## src/hdl/lcadc_pkg.sv

```systemverilog
`default_nettype none

package lcadc_pkg;

  // configuration register widths and reset values
  localparam int unsigned COUNT_W   = 8;
  localparam int unsigned TARE_W    = 24;
  localparam int unsigned TIMEOUT_W = 20;

  localparam logic [COUNT_W-1:0]   COUNT_RESET   = 8'd3;
  localparam logic [TARE_W-1:0]    TARE_RESET    = 24'd0;
  localparam logic                 APPLY_RESET   = 1'b1;
  localparam logic [TIMEOUT_W-1:0] TIMEOUT_RESET = 20'd100000;

  // configuration port
  localparam int unsigned CFG_IDX_W  = 3;
  localparam int unsigned CFG_DATA_W = 24;

  localparam logic [CFG_IDX_W-1:0] CFG_READING_COUNT = 3'd0;
  localparam logic [CFG_IDX_W-1:0] CFG_TARE_OFFSET   = 3'd1;
  localparam logic [CFG_IDX_W-1:0] CFG_APPLY_TARE    = 3'd2;
  localparam logic [CFG_IDX_W-1:0] CFG_READY_TIMEOUT = 3'd3;

  // result value
  localparam int unsigned VALUE_W   = 25;
  localparam int unsigned VALUE_MAX = 16777215;

  // serial interface phase
  typedef enum logic [5:0] {
    PH_IDLE      = 6'b000001,
    PH_WAIT      = 6'b000010,
    PH_HIGH      = 6'b000100,
    PH_LOW       = 6'b001000,
    PH_GAIN_HIGH = 6'b010000,
    PH_GAIN_LOW  = 6'b100000
  } phase_e;

  // sequencer around the shared divide and adjust unit
  typedef enum logic [4:0] {
    SQ_TICK = 5'b00001,
    SQ_ABS  = 5'b00010,
    SQ_DIV  = 5'b00100,
    SQ_SIGN = 5'b01000,
    SQ_TARE = 5'b10000
  } seq_e;

endpackage

`default_nettype wire

```

## src/hdl/load_cell_adc_reader_average_tare.sv

```systemverilog
`default_nettype none

// Two-wire load-cell converter reader. Each input item is one microsecond tick
// (half a serial clock period) carrying the sampled data line and a start
// request; each tick gives one result item with the serial clock level to
// drive, busy, done and, on the done tick, the averaged reading minus the
// optional tare, saturated to 25 bits, plus a flag if any conversion hit the
// ready timeout. An ordinary tick's result sits in an output register, so the
// next tick is taken in the same cycle the result leaves. For the tick that
// completes a measurement, the sum of the readings is divided by the reading
// count in a restoring divider that produces one quotient bit per cycle
// (DATA_BITS + 8 bits), with magnitude, sign restore and tare subtract steps
// around it.
module load_cell_adc_reader_average_tare #(
  parameter int unsigned DATA_BITS = 24
) (
  input  wire                                clk_i,
  input  wire                                rst_ni,
  // tick channel
  input  wire                                in_valid_i,
  output logic                               in_stall_o,
  input  wire                                start_req_i,
  input  wire                                data_level_i,
  // result channel
  output logic                               out_valid_o,
  input  wire                                out_stall_i,
  output logic                               clock_level_o,
  output logic                               busy_res_o,
  output logic                               done_res_o,
  output logic signed [lcadc_pkg::VALUE_W-1:0] value_o,
  output logic                               timed_out_o,
  // configuration
  input  wire                                cfg_we_i,
  input  wire  [lcadc_pkg::CFG_IDX_W-1:0]    cfg_idx_i,
  input  wire  [lcadc_pkg::CFG_DATA_W-1:0]   cfg_data_i
);

  import lcadc_pkg::*;

  localparam int unsigned SUM_W  = DATA_BITS + COUNT_W;
  localparam int unsigned PI_W   = $clog2(DATA_BITS + 1);
  localparam int unsigned DC_W   = $clog2(SUM_W);
  localparam int unsigned AVG_W  = ((SUM_W > TARE_W) ? SUM_W : TARE_W) + 1;
  localparam logic signed [AVG_W-1:0] SAT_HI = AVG_W'(VALUE_MAX);
  localparam logic signed [AVG_W-1:0] SAT_LO = -SAT_HI;

  // configuration registers
  logic [COUNT_W-1:0]   count_q;
  logic [TARE_W-1:0]    tare_q;
  logic                 apply_q;
  logic [TIMEOUT_W-1:0] timeout_q;

  // converter state
  phase_e                    phase_q, phase_d;
  logic [PI_W-1:0]           pulse_q, pulse_d;
  logic [DATA_BITS-1:0]      shift_q, shift_d;
  logic [TIMEOUT_W-1:0]      wait_q, wait_d;
  logic [COUNT_W-1:0]        rd_q, rd_d;
  logic signed [SUM_W-1:0]   sum_q, sum_d;
  logic                      tmo_q, tmo_d;

  // sequencer and shared unit
  seq_e                      seq_q, seq_d;
  logic [SUM_W-1:0]          dq_q, dq_d;
  logic [COUNT_W-1:0]        rem_q, rem_d;
  logic [DC_W-1:0]           dcnt_q, dcnt_d;
  logic                      neg_q, neg_d;

  // output register
  logic                      ovld_q, ovld_d;
  logic                      oclk_q, oclk_d;
  logic                      obusy_q, obusy_d;
  logic                      odone_q, odone_d;
  logic [VALUE_W-1:0]        oval_q, oval_d;
  logic                      otmo_q, otmo_d;

  // helpers
  logic                      tick_fire;
  logic [COUNT_W-1:0]        cnt_eff;
  logic signed [SUM_W-1:0]   reading;
  logic signed [SUM_W-1:0]   sum_new;
  logic [COUNT_W-1:0]        rd_new;
  logic                      more;
  logic [TIMEOUT_W:0]        wait_next;
  logic [PI_W-1:0]           pulse_next;
  logic [COUNT_W:0]          rem_sh;
  logic [COUNT_W:0]          rem_diff;
  logic                      qbit;
  logic signed [AVG_W-1:0]   quo_ext;
  logic signed [AVG_W-1:0]   tare_ext;
  logic signed [AVG_W-1:0]   avg;
  logic signed [AVG_W-1:0]   avg_sat;

  assign in_stall_o = (seq_q != SQ_TICK) || (ovld_q && out_stall_i);
  assign tick_fire  = in_valid_i && !in_stall_o;

  // configuration writes
  always_ff @(posedge clk_i or negedge rst_ni) begin
    if (!rst_ni) begin
      count_q   <= COUNT_RESET;
      tare_q    <= TARE_RESET;
      apply_q   <= APPLY_RESET;
      timeout_q <= TIMEOUT_RESET;
    end else if (cfg_we_i) begin
      case (cfg_idx_i)
        CFG_READING_COUNT: count_q   <= cfg_data_i[COUNT_W-1:0];
        CFG_TARE_OFFSET:   tare_q    <= cfg_data_i[TARE_W-1:0];
        CFG_APPLY_TARE:    apply_q   <= cfg_data_i[0];
        CFG_READY_TIMEOUT: timeout_q <= cfg_data_i[TIMEOUT_W-1:0];
        default: ;
      endcase
    end
  end

  // conversion bookkeeping shared by the timeout and the gain pulse
  assign cnt_eff    = (count_q == '0) ? COUNT_W'(1) : count_q;
  assign reading    = (phase_q == PH_WAIT) ? '0 :
                      {{(SUM_W-DATA_BITS){shift_q[DATA_BITS-1]}}, shift_q};
  assign sum_new    = sum_q + reading;
  assign rd_new     = rd_q + COUNT_W'(1);
  assign more       = (rd_new < cnt_eff) && (rd_new != '0);
  assign wait_next  = {1'b0, wait_q} + (TIMEOUT_W+1)'(1);
  assign pulse_next = pulse_q + PI_W'(1);

  // divider step
  assign rem_sh   = {rem_q, dq_q[SUM_W-1]};
  assign rem_diff = rem_sh - {1'b0, cnt_eff};
  assign qbit     = (rem_sh >= {1'b0, cnt_eff});

  // tare subtract and saturation
  assign quo_ext  = {{(AVG_W-SUM_W){dq_q[SUM_W-1]}}, dq_q};
  assign tare_ext = {{(AVG_W-TARE_W){tare_q[TARE_W-1]}}, tare_q};
  assign avg      = apply_q ? (quo_ext - tare_ext) : quo_ext;
  assign avg_sat  = (avg > SAT_HI) ? SAT_HI : ((avg < SAT_LO) ? SAT_LO : avg);

  always_comb begin
    logic conv_end;
    logic clk_lvl;
    logic busy;
    phase_d  = phase_q;
    pulse_d  = pulse_q;
    shift_d  = shift_q;
    wait_d   = wait_q;
    rd_d     = rd_q;
    sum_d    = sum_q;
    tmo_d    = tmo_q;
    seq_d    = seq_q;
    dq_d     = dq_q;
    rem_d    = rem_q;
    dcnt_d   = dcnt_q;
    neg_d    = neg_q;
    ovld_d   = ovld_q && out_stall_i;
    oclk_d   = oclk_q;
    obusy_d  = obusy_q;
    odone_d  = odone_q;
    oval_d   = oval_q;
    otmo_d   = otmo_q;
    conv_end = 1'b0;
    clk_lvl  = 1'b0;
    busy     = 1'b1;

    case (seq_q)
      // one tick of the serial interface
      SQ_TICK: begin
        if (tick_fire) begin
          case (phase_q)
            PH_IDLE: begin
              if (start_req_i) begin
                phase_d = PH_WAIT;
                wait_d  = '0;
                rd_d    = '0;
                sum_d   = '0;
                tmo_d   = 1'b0;
                pulse_d = '0;
                shift_d = '0;
              end else begin
                busy = 1'b0;
              end
            end
            PH_WAIT: begin
              if (!data_level_i) begin
                phase_d = PH_HIGH;
                pulse_d = '0;
                shift_d = '0;
              end else if (wait_next >= {1'b0, timeout_q}) begin
                tmo_d    = 1'b1;
                conv_end = 1'b1;
              end else begin
                wait_d = wait_next[TIMEOUT_W-1:0];
              end
            end
            PH_HIGH: begin
              clk_lvl = 1'b1;
              phase_d = PH_LOW;
            end
            PH_LOW: begin
              shift_d = {shift_q[DATA_BITS-2:0], data_level_i};
              pulse_d = pulse_next;
              phase_d = (pulse_next >= PI_W'(DATA_BITS)) ? PH_GAIN_HIGH : PH_HIGH;
            end
            PH_GAIN_HIGH: begin
              clk_lvl = 1'b1;
              phase_d = PH_GAIN_LOW;
            end
            PH_GAIN_LOW: begin
              conv_end = 1'b1;
            end
            default: begin
              phase_d = PH_IDLE;
              busy    = 1'b0;
            end
          endcase

          if (conv_end) begin
            sum_d = sum_new;
            rd_d  = rd_new;
            if (more) begin
              phase_d = PH_WAIT;
              wait_d  = '0;
            end else begin
              phase_d = PH_IDLE;
            end
          end

          if (conv_end && !more) begin
            // measurement complete: hand the sum to the divider
            dq_d  = sum_new;
            seq_d = SQ_ABS;
          end else begin
            ovld_d  = 1'b1;
            oclk_d  = clk_lvl;
            obusy_d = busy;
            odone_d = 1'b0;
            oval_d  = '0;
            otmo_d  = 1'b0;
          end
        end
      end
      // magnitude of the sum
      SQ_ABS: begin
        neg_d  = dq_q[SUM_W-1];
        dq_d   = dq_q[SUM_W-1] ? (~dq_q + SUM_W'(1)) : dq_q;
        rem_d  = '0;
        dcnt_d = DC_W'(SUM_W - 1);
        seq_d  = SQ_DIV;
      end
      // one quotient bit per cycle
      SQ_DIV: begin
        rem_d  = qbit ? rem_diff[COUNT_W-1:0] : rem_sh[COUNT_W-1:0];
        dq_d   = {dq_q[SUM_W-2:0], qbit};
        dcnt_d = dcnt_q - DC_W'(1);
        if (dcnt_q == '0) begin
          seq_d = SQ_SIGN;
        end
      end
      // restore the sign, truncating toward zero
      SQ_SIGN: begin
        dq_d  = neg_q ? (~dq_q + SUM_W'(1)) : dq_q;
        seq_d = SQ_TARE;
      end
      // tare, saturate and publish the done item
      SQ_TARE: begin
        ovld_d  = 1'b1;
        oclk_d  = 1'b0;
        obusy_d = 1'b0;
        odone_d = 1'b1;
        oval_d  = avg_sat[VALUE_W-1:0];
        otmo_d  = tmo_q;
        seq_d   = SQ_TICK;
      end
      default: begin
        seq_d = SQ_TICK;
      end
    endcase
  end

  // control state
  always_ff @(posedge clk_i or negedge rst_ni) begin
    if (!rst_ni) begin
      phase_q <= PH_IDLE;
      pulse_q <= '0;
      shift_q <= '0;
      wait_q  <= '0;
      rd_q    <= '0;
      sum_q   <= '0;
      tmo_q   <= 1'b0;
      seq_q   <= SQ_TICK;
      ovld_q  <= 1'b0;
    end else begin
      phase_q <= phase_d;
      pulse_q <= pulse_d;
      shift_q <= shift_d;
      wait_q  <= wait_d;
      rd_q    <= rd_d;
      sum_q   <= sum_d;
      tmo_q   <= tmo_d;
      seq_q   <= seq_d;
      ovld_q  <= ovld_d;
    end
  end

  // datapath and output payload
  always_ff @(posedge clk_i) begin
    dq_q    <= dq_d;
    rem_q   <= rem_d;
    dcnt_q  <= dcnt_d;
    neg_q   <= neg_d;
    oclk_q  <= oclk_d;
    obusy_q <= obusy_d;
    odone_q <= odone_d;
    oval_q  <= oval_d;
    otmo_q  <= otmo_d;
  end

  assign out_valid_o   = ovld_q;
  assign clock_level_o = oclk_q;
  assign busy_res_o    = obusy_q;
  assign done_res_o    = odone_q;
  assign value_o       = oval_q;
  assign timed_out_o   = otmo_q;

  // divider remainder stays below the divisor
  assert property (@(posedge clk_i) disable iff (!rst_ni)
    (seq_q == SQ_DIV) |-> (rem_q < cnt_eff))
    else $error("divider remainder not below divisor");

  // no result is pending while the divide sequence runs
  assert property (@(posedge clk_i) disable iff (!rst_ni)
    (seq_q == SQ_ABS || seq_q == SQ_DIV || seq_q == SQ_SIGN || seq_q == SQ_TARE)
      |-> !ovld_q)
    else $error("result pending during divide sequence");

  // a pending done item means the converter is back in idle
  assert property (@(posedge clk_i) disable iff (!rst_ni)
    (ovld_q && odone_q) |-> (phase_q == PH_IDLE))
    else $error("done item while converter busy");

  // last quotient bit hands over to the sign restore
  assert property (@(posedge clk_i) disable iff (!rst_ni)
    (seq_q == SQ_DIV && dcnt_q == '0) |=> (seq_q == SQ_SIGN))
    else $error("divider did not finish on its last bit");

endmodule

`default_nettype wire

```

## config.mk

```make
export PLATFORM = sky130hd
export DESIGN_NAME = load_cell_adc_reader_average_tare
export DESIGN_NICKNAME = d
export VERILOG_FILES = /design/src/hdl/lcadc_pkg.sv /design/src/hdl/load_cell_adc_reader_average_tare.sv
export SDC_FILE = /design/constraint.sdc
export NUM_CORES = 1
export LEC_CHECK = 0
export ABC_CLOCK_PERIOD_IN_PS = 6700
export BUFFER_PORTS_ARGS = -buffer_cell sky130_fd_sc_hd__buf_2
export CAP_MARGIN = 20
export CORE_ASPECT_RATIO = 0.9
export CORE_MARGIN = 3
export CORE_UTILIZATION = 57
export CTS_BUF_LIST = sky130_fd_sc_hd__clkbuf_16
export DETAILED_ROUTE_END_ITERATION = 10
export HOLD_SLACK_MARGIN = 0.08
export MAX_ROUTING_LAYER = met4
export PLACE_DENSITY_LB_ADDON = 0.3
export SYNTH_ARGS = -nofsm -noshare
export SYNTH_HDL_FRONTEND = slang
export SYNTH_SLANG_ARGS = --single-unit
```

## constraint.sdc

```tcl
create_clock -name clk_i -period 6.7 [get_ports clk_i]
set_input_delay 1.675 -clock clk_i [delete_from_list [all_inputs] [get_ports clk_i]]
set_output_delay 1.675 -clock clk_i [all_outputs]
set_load 0.005 [all_outputs]
```

==> impl_metrics.toml <==
[run_status]
run_status = "complete, no violations"

[clocking]
cts_htree_levels = 1
clk_latency_ns = 0.55
cts_tree = "yes"
post_cts.repair.setup_buffers = 0
cts.reportedPaths.clkPinSlew_ns = 0.06
ctsResizeCount = 0
tritoncts_num_sinks = 230
clockBufferDepth = 3
clk_root_buffer_cell = "sky130_fd_sc_hd__clkbuf_16"
cts_inserted_buffers = 25
cts_hold_repair.buffers = 0

[grt]
grt_start_max_net_pins = 113
global_route_wire_length_before_repair_um = 67130
globalRouteTotalUtil = 0.2783
gr-total-overflow = 0
use_met1 = 0.3985
grtUsageMet3 = 0.02825
vias_in_the_first_global_route = 12940
grt_busiest_layer = "met2"
grt_antenna_before_repair = 0
grtUsageMet2 = 0.4373

[timing]
fmax_mhz = 177.3
timing.slew.headroom = 0.2627
layout_min_cycle_time_ns = 5.640
setup_viol_count_final = 0
hold_violations = 0
finalMaxSlewViolations = 0
setup-tns-final_ns = 0
finalClockSkew_ns = 0.01485
timing.final.crit_share = 0.8418
rsz0062_at_grt = "no"
worst_pin_slew_ns = 1.092
post_layout_worst_setup_margin_ns = 1.060
finalHoldWorstSlack_ns = 0.4932

[synth]
synth.ff_latch_count = 230
synth_top_area_cell = "sky130_fd_sc_hd__dfrtp_1"
yosysTopAreaCellShare = 0.2241
syn_area_um2 = 16080
synth_area_per_cell_um2 = 8.918
synth_edf_count = 75
synth_commonest_cells = "sky130_fd_sc_hd__nand2_1 (230), sky130_fd_sc_hd__o21ai_0 (201), sky130_fd_sc_hd__dfrtp_1 (144)"
ys_seq_area_frac = 0.3821
synth.most_common_cell = "sky130_fd_sc_hd__nand2_1"
post_synth_main_area_contributors = "sky130_fd_sc_hd__dfrtp_1 (22%), sky130_fd_sc_hd__edfxtp_1 (14%), sky130_fd_sc_hd__ha_1 (8.2%), sky130_fd_sc_hd__o21ai_0 (6.3%), sky130_fd_sc_hd__nand2_1 (5.4%)"
yosysWarningCount = 0
count_of_distinct_cell_types_in_the_synthesized_netlist = 96
synthCells = 1803
synth_async_sr_flop_share = 0.6739
postSynth.topFlopCell = "sky130_fd_sc_hd__dfrtp_1"
synth_nets = 1946

[cells_and_area]
final_layout_size_suffix_gt1_frac = 0.1100
final_net_count = 1971
num_antenna_cells = 0
fillCellCount = 2299
multi_input_area_um2 = 9320
post_route_utilization = 0.6406
finalNonFillerCells = 2200
layout-area-overhead-vs-synth_pct = 9.112
regArea_um2 = 6145

[placement]
globalplace.congestion = 0.9895
numPlacedInstances = 2153
detailedPlacementHpwl_um = 30800
port_buffers = 64
post-place-ws_ns = 1.304

[floorplan]
die_h_um = 165.3
dieArea_um2 = 30260
placementRows = 57
width_of_the_die_um = 183.0
floorplan_core_area_um2 = 27390
starting_density = 0.5871
design.portCount = 65

[power_and_ir_drop]
power_density_nw_per_um2 = 243.9
p_leak_nw = 7.403
ir_worst_vdd_uv = 192.9

[routing]
avgViaCountPerCell = 6.302
detailroute.via_count = 13865
post-route-drc-count = 0
drtAntennaViolNets = 0
drt-wirelength-per-cell_um = 18.74
routed_wirelength_um = 41220
detail_route.iter0.violations = 1216
detail_route.first_pass.iterations = 6

[critical_path]
cp-end-kind = "flop"
critical_path_peak_fanout = 29
cp-start-kind = "flop"
crit_type = "reg2reg"
required_ns = 6.90
crit_arrival_ns = 5.84

[run]
drv_cap = 0

[worst_hold_path]
hold_class = "reg2reg"
[layout make-up]
| type | instances | share of cell area |
|---|---|---|
| clock inverters | 20 | 0.01326 |
| clock buffers | 25 | 0.03566 |
| repair buffers | 81 | 0.02703 |
| well taps | 354 | 0.02525 |
| multi-input cells | 1409 | 0.5312 |
| inverters | 81 | 0.01733 |
| flip-flops and latches | 230 | 0.3502 |
[power by group]
group,total [mW],internal [mW],switching [mW],leakage (nW)
clock,1.46,0.848,0.610,0.429
sequential,1.63,1.57,0.0653,2.70
combinational,1.19,0.424,0.766,4.28
total,4.28,2.84,1.44,7.40
[sequential cells by signal, indices dropped and copies added, names as in the netlist, 5 cells and up]
| signal | flops |
|---|---|
| rd_q | 8 |
| value_o | 25 |
| dq_q | 32 |
| phase_q | 6 |
| seq_q | 5 |
| pulse_q | 5 |
| sum_q | 32 |
| tare_q | 24 |
| timeout_q | 20 |
| dcnt_q | 5 |
| shift_q | 24 |
| count_q | 8 |
| rem_q | 8 |
| wait_q | 20 |
[worst paths after layout]
check | slack [ns] | cells after the start | startpoint | end
worst max-delay path | 1.06 | 16 | wait_q[0] | value_o[16]
worst min-delay path | 0.49 | 2 | sum_q[8] | sum_q[8]
worst max register to register | 1.06 | 16 | wait_q[0] | value_o[16]
worst min register to register | 0.49 | 2 | sum_q[8] | sum_q[8]
max in group asynchronous | 4.30 | 3 | rst_ni | timeout_q[15]
min in group asynchronous | 1.11 | 1 | rst_ni | pulse_q[2]
[layout by cell type (no fill, tap or decap), drive strengths merged, types with 11 or more instances in the layout]
cell | Yosys | routed
nand2 | 231 | 231
o21ai | 207 | 207
dfrtp | 144 | 144
ha | 106 | 106
nor2 | 100 | 100
a21oi | 100 | 100
inv | 80 | 86
buf | 17 | 81
edfxtp | 75 | 75
xor2 | 50 | 50
nand3 | 43 | 43
xnor2 | 42 | 42
a21o | 36 | 36
nor3 | 32 | 32
and2 | 29 | 29
a211oi | 28 | 28
mux2 | 28 | 28
and3 | 27 | 27
a31oi | 26 | 26
clkbuf | 64 | 25
a22o | 23 | 23
nand4 | 22 | 22
nand2b | 18 | 18
mux2i | 17 | 17
o21a | 16 | 16
or3 | 16 | 16
nor2b | 15 | 15
nor4 | 15 | 15
a22oi | 14 | 14
o31ai | 13 | 13
o211ai | 13 | 13
dfstp | 11 | 11
[stage by stage]
stage | instance area (um2) | total power, mW
after global placement | 16650 | 2.785
after CTS | 17510 | 4.276
after floorplan | 16080 | 2.495
final | 17540 | 4.279
after global routing | 17540 | 4.495
after detailed placement | 16650 | 2.817
[cell families (layout without fill, tap and decap cells)]
group,count (synthesis),in the layout,synth area share
flops,230,230,0.3821
compound gates,568,568,0.2263
simple gates,595,595,0.1829
buf+inv,164,207,0.04210
fa+ha+maj,109,109,0.08622
mux,45,45,0.03019
xor+xnor,92,92,0.05011
[worst max-delay path, cell delays in order, from the launching register on]
cell,delay [ns]
sky130_fd_sc_hd__dfrtp_1,0.44
sky130_fd_sc_hd__ha_1,0.28
sky130_fd_sc_hd__and3_1,0.26
sky130_fd_sc_hd__and3_1,0.29
sky130_fd_sc_hd__and3_1,0.31
sky130_fd_sc_hd__nand3_1,0.18
sky130_fd_sc_hd__xnor2_1,0.17
sky130_fd_sc_hd__ha_1,0.29
sky130_fd_sc_hd__o21a_1,0.11
sky130_fd_sc_hd__o21ai_0,0.21
sky130_fd_sc_hd__nor3_1,0.07
sky130_fd_sc_hd__o311ai_0,0.93
sky130_fd_sc_hd__a21oi_1,0.44
sky130_fd_sc_hd__o21a_1,0.32
sky130_fd_sc_hd__nor2_1,0.43
sky130_fd_sc_hd__a2bb2oi_2,0.16
sky130_fd_sc_hd__buf_4,0.37
[metal layers]
metal / share of wire / wire (um)
met1: 0.46 / 19100
met5: 0 / 0
met4: 0.015 / 631
met3: 0.067 / 2780
met2: 0.45 / 18710
No activity file was read; power rests on OpenSTA's default activity.
